File: config.mk
export PLATFORM = sky130hd
export DESIGN_NAME = progress_slot_min_tracker
export DESIGN_NICKNAME = d
export VERILOG_FILES = /design/src/pst_pkg.sv /design/src/pst_ram.sv /design/src/progress_slot_min_tracker.sv
export VERILOG_INCLUDE_DIRS = /design/src /design/src/src
export SDC_FILE = /design/constraint.sdc
export NUM_CORES = 2
export LEC_CHECK = 0
export BUFFER_PORTS_ARGS = -buffer_cell sky130_fd_sc_hd__clkbuf_2
export CORE_ASPECT_RATIO = 0.6
export CORE_MARGIN = 2
export CORE_UTILIZATION = 40
export DETAILED_ROUTE_END_ITERATION = 10
export PLACE_DENSITY_LB_ADDON = 0.1
export SYNTH_ARGS = -nofsm -noshare
export SYNTH_HDL_FRONTEND = slang
export SYNTH_SLANG_ARGS = --single-unit
File: constraint.sdc
create_clock -name clk -period 10.1 [get_ports clk]
set_input_delay 2.02 -clock clk [delete_from_list [all_inputs] [get_ports clk]]
set_output_delay 2.02 -clock clk [all_outputs]
set_load 0.01 [all_outputs]
File: src/progress_slot_min_tracker_defines.svh
// Assertion macros shared by the files of the progress slot tracker.
// They expect a clock named clk and an active-low reset named arst_n in scope.
`ifndef PROGRESS_SLOT_MIN_TRACKER_DEFINES_SVH
`define PROGRESS_SLOT_MIN_TRACKER_DEFINES_SVH

// The consequent must hold in the same cycle as the antecedent.
`define PST_ASSERT_SAME(lbl, ante, cons, msg) \
	lbl: assert property (@(posedge clk) disable iff (!arst_n) (ante) |-> (cons)) \
		else $error(msg);

// The consequent must hold in the cycle after the antecedent.
`define PST_ASSERT_NEXT(lbl, ante, cons, msg) \
	lbl: assert property (@(posedge clk) disable iff (!arst_n) (ante) |=> (cons)) \
		else $error(msg);

`endif

File: src/pst_pkg.sv
`default_nettype none

package pst_pkg;

	localparam int unsigned VAL_W = 64;
	localparam int unsigned CNT_W = 5;

	localparam logic [CNT_W-1:0] COUNT_MAX = 5'd31;
	localparam logic [VAL_W-1:0] ALL_ONES  = {VAL_W{1'b1}};

	// Command codes; the two remaining codes change nothing.
	typedef enum logic [2:0] {
		CMD_REGISTER   = 3'd0,
		CMD_UNREGISTER = 3'd1,
		CMD_ENTER_WAIT = 3'd2,
		CMD_LEAVE_WAIT = 3'd3,
		CMD_UPDATE     = 3'd4,
		CMD_COMPUTE    = 3'd5
	} cmd_t;

	typedef enum logic [2:0] {
		ST_IDLE,
		ST_EXEC,
		ST_SEARCH,
		ST_MIN,
		ST_MDRAIN,
		ST_MEND,
		ST_WB
	} state_t;

endpackage

`default_nettype wire

File: src/pst_ram.sv
`default_nettype none

// Simple dual-port RAM: one write port, one read port with registered data.
module pst_ram #(
	parameter int unsigned WIDTH = 64,
	parameter int unsigned DEPTH = 16
) (
	input  wire logic                     clk,
	input  wire logic                     we,
	input  wire logic [$clog2(DEPTH)-1:0] waddr,
	input  wire logic [WIDTH-1:0]         wdata,
	input  wire logic [$clog2(DEPTH)-1:0] raddr,
	output logic      [WIDTH-1:0]         rdata
);

	logic [WIDTH-1:0] mem [DEPTH];

	always_ff @(posedge clk) begin
		if (we) begin
			mem[waddr] <= wdata;
		end
		rdata <= mem[raddr];
	end

endmodule

`default_nettype wire

File: src/progress_slot_min_tracker.sv
// Worker progress slot table with a minimum tracker. Each item is one command
// (register, unregister, enter wait, leave wait, update progress, compute
// minimum) and gives exactly one result, which carries the grant for a
// register, the minimum for a compute, and in every case the number of active
// slots and the running worker count after the command. Items are taken one at
// a time: in_ready is high only while the sequencer is idle, and a finished
// result sits in an output register so that the next command can be taken
// while the result waits for its transfer. Unregister, enter wait, leave wait,
// update progress and unknown codes go from execution straight to the result;
// register walks the active flags one slot per cycle until it finds the lowest
// free slot or reaches the last one; compute minimum sweeps the progress
// memory through its single read port one slot per cycle into one shared
// 64-bit comparator. Progress values live in a RAM with no reset; a slot only
// counts toward the minimum while its active flag is set, and every way of
// setting that flag also writes the slot's progress, so entries never written
// are never looked at.
`default_nettype none

module progress_slot_min_tracker #(
	parameter int unsigned SLOT_COUNT = 16
) (
	input  wire logic        clk,
	input  wire logic        arst_n,

	input  wire logic        in_valid,
	output logic             in_ready,
	input  wire logic [2:0]  command,
	input  wire logic        slot_present,
	input  wire logic [3:0]  slot,
	input  wire logic [63:0] progress_value,

	output logic             out_valid,
	input  wire logic        out_ready,
	output logic             granted,
	output logic [3:0]       granted_slot,
	output logic [63:0]      min_progress,
	output logic [4:0]       live_slots,
	output logic [4:0]       registered_count
);

`include "progress_slot_min_tracker_defines.svh"

	localparam int unsigned IDX_W = $clog2(SLOT_COUNT);
	localparam int unsigned ACT_W = $clog2(SLOT_COUNT + 1);
	localparam logic [IDX_W-1:0] LAST_IDX = IDX_W'(SLOT_COUNT - 1);

	// Sequencer state.
	pst_pkg::state_t state_q, state_d;

	// Captured command.
	logic [2:0]  cmd_q;
	logic        present_q;
	logic [3:0]  slot_q;
	logic [63:0] value_q;

	// Slot table control state.
	logic [SLOT_COUNT-1:0] active_q;
	logic [ACT_W-1:0]      act_cnt_q;
	logic [4:0]            worker_q;
	logic [63:0]           cached_q;

	// Scan index shared by the free-slot search and the minimum sweep.
	logic [IDX_W-1:0] idx_q;

	// Minimum sweep: read stage and accumulator.
	logic        rd_vld_s1;
	logic        rd_act_s1;
	logic [63:0] best_q;
	logic [1:0]  seen_q;

	// Result of the current command before it moves to the output register.
	logic        granted_q;
	logic [3:0]  gslot_q;
	logic [63:0] minp_q;

	logic        out_valid_q;
	logic        load_out;

	// Progress memory ports.
	logic             ram_we;
	logic [IDX_W-1:0] ram_waddr;
	logic [63:0]      ram_wdata;
	logic [63:0]      ram_rdata;

	logic             named;
	logic [IDX_W-1:0] slot_idx;

	// A slot is named only if present and inside the table.
	assign named    = present_q && (32'(slot_q) < SLOT_COUNT);
	assign slot_idx = IDX_W'(slot_q);
	assign load_out = (state_q == pst_pkg::ST_WB) && (!out_valid_q || out_ready);

	pst_ram #(
		.WIDTH(pst_pkg::VAL_W),
		.DEPTH(SLOT_COUNT)
	) u_progress_ram (
		.clk  (clk),
		.we   (ram_we),
		.waddr(ram_waddr),
		.wdata(ram_wdata),
		.raddr(idx_q),
		.rdata(ram_rdata)
	);

	// Next state.
	always_comb begin
		state_d = state_q;
		unique case (state_q)
			pst_pkg::ST_IDLE: begin
				if (in_valid) begin
					state_d = pst_pkg::ST_EXEC;
				end
			end
			pst_pkg::ST_EXEC: begin
				unique case (cmd_q)
					pst_pkg::CMD_REGISTER: state_d = pst_pkg::ST_SEARCH;
					pst_pkg::CMD_COMPUTE:  state_d = pst_pkg::ST_MIN;
					default:               state_d = pst_pkg::ST_WB;
				endcase
			end
			pst_pkg::ST_SEARCH: begin
				if (!active_q[idx_q] || idx_q == LAST_IDX) begin
					state_d = pst_pkg::ST_WB;
				end
			end
			pst_pkg::ST_MIN: begin
				if (idx_q == LAST_IDX) begin
					state_d = pst_pkg::ST_MDRAIN;
				end
			end
			pst_pkg::ST_MDRAIN: state_d = pst_pkg::ST_MEND;
			pst_pkg::ST_MEND:   state_d = pst_pkg::ST_WB;
			pst_pkg::ST_WB: begin
				if (!out_valid_q || out_ready) begin
					state_d = pst_pkg::ST_IDLE;
				end
			end
			default: state_d = pst_pkg::ST_IDLE;
		endcase
	end

	// Sequencer outputs: input handshake and the memory write port.
	always_comb begin
		in_ready  = 1'b0;
		ram_we    = 1'b0;
		ram_waddr = idx_q;
		ram_wdata = cached_q;
		unique case (state_q)
			pst_pkg::ST_IDLE: in_ready = 1'b1;
			pst_pkg::ST_EXEC: begin
				unique case (cmd_q)
					pst_pkg::CMD_LEAVE_WAIT: begin
						ram_we    = named;
						ram_waddr = slot_idx;
						ram_wdata = cached_q;
					end
					pst_pkg::CMD_UPDATE: begin
						ram_we    = named;
						ram_waddr = slot_idx;
						ram_wdata = value_q;
					end
					default: ;
				endcase
			end
			pst_pkg::ST_SEARCH: begin
				// The claimed slot is seeded with the cached minimum.
				ram_we    = !active_q[idx_q];
				ram_waddr = idx_q;
				ram_wdata = cached_q;
			end
			default: ;
		endcase
	end

	// Control state.
	always_ff @(posedge clk or negedge arst_n) begin
		if (!arst_n) begin
			state_q     <= pst_pkg::ST_IDLE;
			active_q    <= '0;
			act_cnt_q   <= '0;
			worker_q    <= '0;
			cached_q    <= '0;
			rd_vld_s1   <= 1'b0;
			out_valid_q <= 1'b0;
		end else begin
			state_q   <= state_d;
			rd_vld_s1 <= (state_q == pst_pkg::ST_MIN);

			if (load_out) begin
				out_valid_q <= 1'b1;
			end else if (out_ready) begin
				out_valid_q <= 1'b0;
			end

			unique case (state_q)
				pst_pkg::ST_EXEC: begin
					unique case (cmd_q)
						pst_pkg::CMD_UNREGISTER: begin
							if (named) begin
								if (active_q[slot_idx]) begin
									active_q[slot_idx] <= 1'b0;
									act_cnt_q          <= act_cnt_q - ACT_W'(1);
								end
								// The count goes down even for an inactive slot.
								if (worker_q != '0) begin
									worker_q <= worker_q - 5'd1;
								end
							end
						end
						pst_pkg::CMD_ENTER_WAIT: begin
							if (named && active_q[slot_idx]) begin
								active_q[slot_idx] <= 1'b0;
								act_cnt_q          <= act_cnt_q - ACT_W'(1);
							end
						end
						pst_pkg::CMD_LEAVE_WAIT: begin
							if (named && !active_q[slot_idx]) begin
								active_q[slot_idx] <= 1'b1;
								act_cnt_q          <= act_cnt_q + ACT_W'(1);
							end
						end
						default: ;
					endcase
				end
				pst_pkg::ST_SEARCH: begin
					if (!active_q[idx_q]) begin
						active_q[idx_q] <= 1'b1;
						act_cnt_q       <= act_cnt_q + ACT_W'(1);
						if (worker_q != pst_pkg::COUNT_MAX) begin
							worker_q <= worker_q + 5'd1;
						end
					end
				end
				pst_pkg::ST_MEND: begin
					// With no active slot the cached minimum is kept.
					if (seen_q != 2'd0) begin
						cached_q <= best_q;
					end
				end
				default: ;
			endcase
		end
	end

	// Datapath registers.
	always_ff @(posedge clk) begin
		if (in_valid && in_ready) begin
			cmd_q     <= command;
			present_q <= slot_present;
			slot_q    <= slot;
			value_q   <= progress_value;
		end

		rd_act_s1 <= active_q[idx_q];

		// Shared comparator: fold one read slot per cycle into the minimum.
		if (rd_vld_s1 && rd_act_s1) begin
			if (ram_rdata < best_q) begin
				best_q <= ram_rdata;
			end
			if (seen_q != 2'd2) begin
				seen_q <= seen_q + 2'd1;
			end
		end

		unique case (state_q)
			pst_pkg::ST_EXEC: begin
				idx_q     <= '0;
				best_q    <= pst_pkg::ALL_ONES;
				seen_q    <= 2'd0;
				granted_q <= 1'b0;
				gslot_q   <= '0;
				minp_q    <= '0;
			end
			pst_pkg::ST_SEARCH: begin
				if (!active_q[idx_q]) begin
					granted_q <= 1'b1;
					gslot_q   <= 4'(idx_q);
				end else begin
					idx_q <= idx_q + IDX_W'(1);
				end
			end
			pst_pkg::ST_MIN: idx_q <= idx_q + IDX_W'(1);
			pst_pkg::ST_MEND: begin
				// A single active slot reports all ones.
				minp_q <= (seen_q == 2'd2) ? best_q : pst_pkg::ALL_ONES;
			end
			default: ;
		endcase

		if (load_out) begin
			granted          <= granted_q;
			granted_slot     <= gslot_q;
			min_progress     <= minp_q;
			live_slots       <= 5'(act_cnt_q);
			registered_count <= worker_q;
		end
	end

	assign out_valid = out_valid_q;

	// The incremental active count always matches the flags.
	`PST_ASSERT_SAME(a_act_cnt, 1'b1, act_cnt_q == ACT_W'($countones(active_q)), "active count mismatch")

	// Nothing in the table changes while the sequencer is idle.
	`PST_ASSERT_NEXT(a_idle_quiet, state_q == pst_pkg::ST_IDLE, $stable(worker_q) && $stable(active_q), "table changed while idle")

	// Read data only enters the comparator after a sweep cycle.
	`PST_ASSERT_NEXT(a_rd_src, state_q != pst_pkg::ST_MIN, !rd_vld_s1, "stray read in comparator")

endmodule

`default_nettype wire

-- Word level (Yosys, flattened, before mapping)
Memories as Yosys holds them, arrays and structs flattened. A register that Yosys moved wholly into a read port is not among the register bits.
Cells that the tools add are included.
- register bits after elaboration: 386
- bits in writable memories: 1024
- input bits: 76
- memories kept: 1
- memory list (memory ; depth ; width ; read ports ; clocked after memory_dff ; write ports ; line ; source):
    u_progress_ram.mem ; 16 ; 64 ; 1 ; 1 ; 1 ; pst_ram.sv:16 ; logic [WIDTH-1:0] mem [DEPTH];
- $add $sub $neg: 6
- order comparisons: 5
- equal/unequal tests: 30
- muxes and demuxes: 53
- bitwise operators: 4
- reduce and logical (&&, ||, !) cells: 29
- operators by type and width (cell ; count):
    $mux 64 ; 3
    $pmux 64 s2 ; 1
    $mux 16 ; 5
    $lt 64x64->1 ; 1
    $mux 5 ; 10
    $pmux 16 s3 ; 1
    $or 16x16->16 ; 2
    $pmux 16 s2 ; 1
    $pmux 3 s7 ; 1
    $pmux 5 s2 ; 2
    $ne 2x2->1 const B ; 9
    $and 16x16->16 ; 1
    $mux 4 ; 4
    $not 16->16 ; 1
    $eq 3x3->1 const B ; 5
    $pmux 5 s3 ; 1
    $eq 3x2->1 const B ; 4
    $mux 3 ; 4
    $ne 3x3->1 const B ; 4
    $pmux 4 s3 ; 1
    $mux 1 ; 11
    $add 5x1->5 const B ; 2
    $lt 4x5->1 const B ; 2
    $reduce_and 2->1 ; 5
    26 further kinds ; 46

-- Depth between registers and ports, before layout
- word-level depth: 10
- mapped depth: 11

-- Hierarchy
From an unflattened synthesis, not the netlist that was laid out.
- cell total of the unflattened synthesis: 2896
- area total of the unflattened synthesis: 56197.6 sq um
- modules (own cells, without submodules) (module ; times used ; cells an instance ; area an instance (sq um) ; seq. area each (sq um)):
    pst_ram ; 1 ; 1647 ; 39581.7 ; 32030.7
    progress_slot_min_tracker ; 1 ; 1249 ; 16615.9 ; 10445.0

-- Least setup slack after synthesis
No wires, ideal clock.
- path kind: register to register
- from: register state_q[0]
- to: memory u_progress_ram.mem[3][0] (enable)
- library setup time: 0.487 ns
- arrival: 7.500 ns
- data required time: 9.613 ns
- path slack: 2.114 ns
- cell stages (with the launch flop): 8
- path buffers: 1
- cells stage by stage: dfrtp_1 > clkbuf_1 > nor2b_1 > nand2b_1 > nor2_1 > o21a_1 > a31oi_1 > nor2_1
- longest elaborated chain between the ends: 4
- ends and longest elaborated chain (item ; line ; source):
    start, declared ; progress_slot_min_tracker.sv:48 ; pst_pkg::state_t state_q, state_d;
    start signal, assigned ; progress_slot_min_tracker.sv:178 ; state_q <= pst_pkg::ST_IDLE;
    start signal, assigned ; progress_slot_min_tracker.sv:186 ; state_q <= state_d;
    $eq 3x2->1 or $eq 3x1->1 (tied branches) ; progress_slot_min_tracker.sv:148 ; unique case (state_q)
    $pmux 1 s2 ; progress_slot_min_tracker.sv:148 ;
    $mux 1 ; pst_ram.sv:19 ; if (we) begin
    $mux 1 (not written as such) ; pst_ram.sv:20 ; mem[waddr] <= wdata;
    end, declared ; pst_ram.sv:16 ;
Several ways; a longest one is shown, not always the timed one.

-- Worst setup path after layout
- from: register idx_q[2]
- to: memory u_progress_ram.mem[3][29] (enable)
- longest elaborated chain between the ends: 6
- ends and longest elaborated chain (item ; line ; source):
    start, declared ; progress_slot_min_tracker.sv:63 ; logic [IDX_W-1:0] idx_q;
    start signal, assigned ; progress_slot_min_tracker.sv:280 ; idx_q <= idx_q + IDX_W'(1);
    start signal, assigned ; progress_slot_min_tracker.sv:283 ; pst_pkg::ST_MIN: idx_q <= idx_q + IDX_W'(1);
    $bmux 1 s4 ; progress_slot_min_tracker.sv:167 ; ram_we = !active_q[idx_q];
    $mux 1 (not written as such) ; progress_slot_min_tracker.sv:167 ;
    $logic_not 1->1 ; n/a ;
    $pmux 1 s2 ; progress_slot_min_tracker.sv:148 ;
    $mux 1 ; pst_ram.sv:19 ;
    $mux 1 (not written as such) ; pst_ram.sv:20 ;
Several ways; a longest one is shown, not always the timed one. The select of a mux whose other input is x is not followed.

==> results.md <==
- The flow ran to the end, and the final reports show no timing, DRC or antenna violations.
- The final global-route overflow total is 0.
- The hold path endpoint is min_progress[17]$_DFFE_PP_.
- The initial core utilization is 0.404.
- The analysis attributes to cell leakage a power of 22.0 nW.
- The mean routed wirelength per cell is 28.1 um.
- In this run the tool buffered the top-level ports with 156 buffer cells.
- The number of buffers and inverters on the critical path is 2.
- The clock period minus final worst setup slack is 5.18 ns.
- The quantity of gates resized following cts is 0.
- After routing, the total negative slack on setup checks comes to 0 ns.
- After the last flow step, the layout net total stands at 3128.
- Setup violations remaining at the end of the flow were counted as 0.
- STA classifies the critical path startpoint as a flop.
- The cell area after layout is 64200 um2.
- Setup repair after global routing left no endpoint under its margin.
- The first detailed-routing pass ran for 5 iterations.
- For the pin with the worst max-slew slack, the measured transition is 1.19 ns.
- The number of maximum-capacitance violations is 0.
- Summing every instance area after synthesis gives 56400 um2.
- The count of routing violations after the opening detailed-route iteration is 2885.
- The setup slack of the most critical reg-to-reg path is 4.92 ns.
- The largest area contributor in the netlist is edfxtp_1.
- The count of different cell masters after synthesis is 58.
- The endpoint of the worst-slack reg-to-reg timing path is u_progress_ram.mem[3][29]$_DFFE_PP_.
- In this run the critical register-to-register path is launched from idx_q[2]$_SDFFCE_PN0P_.
- Counting flops with a built-in enable in the synthesized netlist gives 1248.
- The worst pin sits at a relative slew slack of 0.206.
- The number of antenna violations at the first check in global routing is 7.
- From synthesis to final layout, the design area changed by 13.7%.
- The clock arrives with 0.0311 ns of skew.
- The floorplan die height is 295 um.
- No sink is reached through more buffers than the 3 on the longest clock path.
- Counting instances, the worst hold path has a depth of 0.
- The most used flip-flop cell after synthesis is edfxtp_1.
- The total CTS buffers is 142.
- The library cell contributing the largest single delay on the critical path is buf_4.
- Across the VDD grid, the largest voltage drop is 0.262 mV.
- The mean cell area of the mapped netlist is 20.4 um2.
- The total core area is 140000 um2.
- The classification of the worst-slack hold path is reg -> reg.
- The data arrival at the endpoint of the critical path is 5.55 ns.
- Using the TritonRoute via totals, the vias-per-cell ratio works out to 5.59.
- Power comes to 17.5 mW.
- The number of cell instances on the worst register-to-register path is 8.
- The hold buffer count at cts is 0.
- The max-slew violation count is 0.
- The die covers 144000 um2.
- The number of nets handed over by synthesis was 2923.
- The vias after detailed routing is 27800.
- In the global route stage, overall resource usage came out at 0.195.
- Synthesis inferred 1474 register bits.
- The biggest cell delay along the critical path is 0.87 ns.
- In the synthesized netlist the async set-or-reset flop fraction comes to 0.0645.
- The worst setup path category is reg -> reg.
- The kind of end point of the critical path is a flop.
- The weighted congestion reported at the end of routability-driven placement is 0.781.
- The share of the clock period used by the worst path after layout is 0.513.
- The startpoint of the most critical hold path is minp_q[17]$_SDFFCE_PN0P_.
- The post-place instance area is 59600 um2.
- Counting the fill cells in the layout gives 11700.
- The number of design rule violations left after detail routing is 0.
- The maximum achievable frequency is 193 MHz.
- The total count of hold-check failures in the final report is 0.
- The die extent in x is 489 um.
- TritonCTS built the clock tree.
- The sum of routed wire length over all layers is 140000 um.
- In the final layout, the share of cells above drive strength 1 is 0.292.
- The number of H-tree levels is 4.
- The post-CTS setup-driven buffer insertion count is 0.
- The signal on the critical path passes through buf_4 -> mux4_2 -> mux2i_1 -> a21o_1 -> o21a_1 -> a31oi_1 -> nor2_4 -> buf_4.
- The clock net sink count is 1474.
- In this run, placement finished with an instance count of 4723.
- The sequential share of the synthesized area is 0.753.
- Of all nets on the critical path, the largest fanout is 45.
- The instance count of the mapped netlist is 2772.
- The maximum number of pins on one net before global-route repair is 145.
- The first-pass GRT wire length is 203000 um.
- The buffer type at the clock tree root is clkbuf_16.
- The cell class contributing the biggest share of worst-path delay is buffers and inverters.
- In this run the core area contains 106 standard-cell rows.
- The I/O pin count is 157.
- The ratio of total power to cell area is 272 nW/um2.
- By instance count, the cell type seen most on the critical path is buf_4.
- The number of global-route vias before repair came to 28900.
- During synthesis, Yosys emitted a total of 0 warnings.
- The detailed placement HPWL is 79600 um.
- By area the synthesized netlist is led by edfxtp_1 66%, mux4_2 13%, dfxtp_1 4.6%.
- The post-detailed-route count of antenna-violating nets is 0.
- The area fraction of the dominant cell type after synthesis is 0.664.
- After clock tree synthesis, the clock-pin slew on the worst setup and hold paths is 0.06 ns.
- Once layout is complete, the cells apart from fillers number 4979.
- The later-pin clock latency in the skew report is 0.76 ns.
- Data on the critical path is required at its endpoint by 10.46 ns.
==> final cells by class <==
cell class / instances / area, um2 / share of cell area
Antenna cell: 1 / 2.50 / 0.0000390
Clock buffer: 201 / 3970 / 0.0619
Clock inverter: 54 / 537 / 0.00837
Inverter: 75 / 282 / 0.00439
Multi-Input combinational cell: 1070 / 13300 / 0.207
Sequential cell: 1474 / 42500 / 0.662
Tap cell: 1890 / 2360 / 0.0369
Timing Repair Buffer: 214 / 1240 / 0.0194
==> worst max path at each step <==
stage                                     endpoint  cells after the start                    from
2_1_floorplan   u_progress_ram.mem[3][0]$_DFFE_PP_                      7  state_q[0]$_DFFE_PN0P_
3_3_place_gp   u_progress_ram.mem[3][36]$_DFFE_PP_                      8  idx_q[2]$_SDFFCE_PN0P_
3_5_place_dp   u_progress_ram.mem[3][39]$_DFFE_PP_                      8  idx_q[2]$_SDFFCE_PN0P_
4_1_cts        u_progress_ram.mem[3][29]$_DFFE_PP_                      8  idx_q[2]$_SDFFCE_PN0P_
5_1_grt        u_progress_ram.mem[3][26]$_DFFE_PP_                      8  idx_q[2]$_SDFFCE_PN0P_
6_report       u_progress_ram.mem[3][29]$_DFFE_PP_                      8  idx_q[2]$_SDFFCE_PN0P_
==> stage by stage <==
| step | hold slack [ns] | setup WS, ns | utilization |
|---|---|---|---|
| after global routing | 0.422 | 4.64 | 0.459 |
| final | 0.418 | 4.92 | 0.459 |
| after floorplan | 0.400 | 2.11 | - |
| after global placement | 0.403 | 4.98 | 0.427 |
| after CTS | 0.419 | 4.86 | 0.459 |
| after detailed placement | 0.405 | 4.89 | 0.427 |
==> layout by cell type (no fill, tap or decap), types with 28 or more instances in the layout <==
master and n:
clkbuf_2 155, dfrtp_1 95, o21ai_0 42, clkbuf_1 46, mux4_2 326, a21oi_1 106, buf_4 57, dfxtp_1 131
o211ai_1 130, edfxtp_1 1248, clkbuf_16 148, mux2_2 133, nand2_1 52, ha_1 73, nor2_1 28, inv_1 74
==> kinds of logic after synthesis <==
kind of cell / Yosys count / synth area share
flip-flops: 1474 / 0.753
multiplexers: 465 / 0.159
AO/OA/AOI/OAI: 348 / 0.0399
buffers and inverters: 228 / 0.0158
AND/OR/NAND/NOR: 169 / 0.0144
adder cells (fa/ha/maj): 75 / 0.0168
XOR/XNOR: 13 / 0.00202
==> metal layers <==
metal | global-route usage | wire length [um] | vias to the layer above
li1 | - | - | 11800
met1 | 0.296 | 66400 | 14900
met2 | 0.291 | 62500 | 896
met3 | 0.0323 | 7630 | 198
met4 | 0.0570 | 3290 | 2
met5 | 0 | 7 | -
==> synthesized netlist by cell type (4+ instances only) <==
| library cell | n |
|---|---|
| a21o_1 | 5 |
| dfrtp_1 | 95 |
| edfxtp_1 | 1248 |
| xnor2_1 | 10 |
| buf_2 | 5 |
| a211oi_1 | 5 |
| inv_1 | 74 |
| nand2b_1 | 9 |
| a31oi_1 | 6 |
| nand3_1 | 12 |
| mux2_2 | 133 |
| a21oi_1 | 107 |
| a22o_1 | 18 |
| o22ai_1 | 14 |
| nor3_1 | 9 |
| clkbuf_1 | 101 |
| mux4_2 | 326 |
| dfxtp_1 | 131 |
| nand2_1 | 54 |
| ha_1 | 74 |
| o211ai_1 | 130 |
| nor2b_1 | 9 |
| o21ai_0 | 42 |
| buf_6 | 4 |
| buf_1 | 43 |
| nor2_1 | 45 |
| nand4_1 | 7 |
==> power breakdown <==
part | switching [mW] | leakage, nW | total [mW] | internal [mW]
logic | 2.40 | 5.93 | 3.99 | 1.59
clock network | 2.27 | 2.19 | 5.25 | 2.98
registers | 0.400 | 13.9 | 8.23 | 7.83
total | 5.07 | 22.0 | 17.5 | 12.4
==> registers in the layout, summed over array words and instances, names as in the netlist, 2 cells and up, named ones only <==
signal,flops
u_progress_ram.mem,1024
best_q,64
cached_q,64
min_progress,64
minp_q,64
u_progress_ram.rdata,64
value_q,64
act_cnt_q,5
live_slots,5
registered_count,5
worker_q,5
granted_slot,4
gslot_q,4
idx_q,4
slot_idx,4
cmd_q,3
state_q,3
seen_q,2
==> worst reg2reg max path, cell delays in order (launching register included) <==
cell      delay, ns
edfxtp_1       0.56
buf_4          0.79
mux4_2         0.63
mux2i_1        0.26
a21o_1         0.34
o21a_1         0.17
a31oi_1        0.32
nor2_4         0.79
buf_4          0.88
No activity file was read; power rests on OpenSTA's default activity.
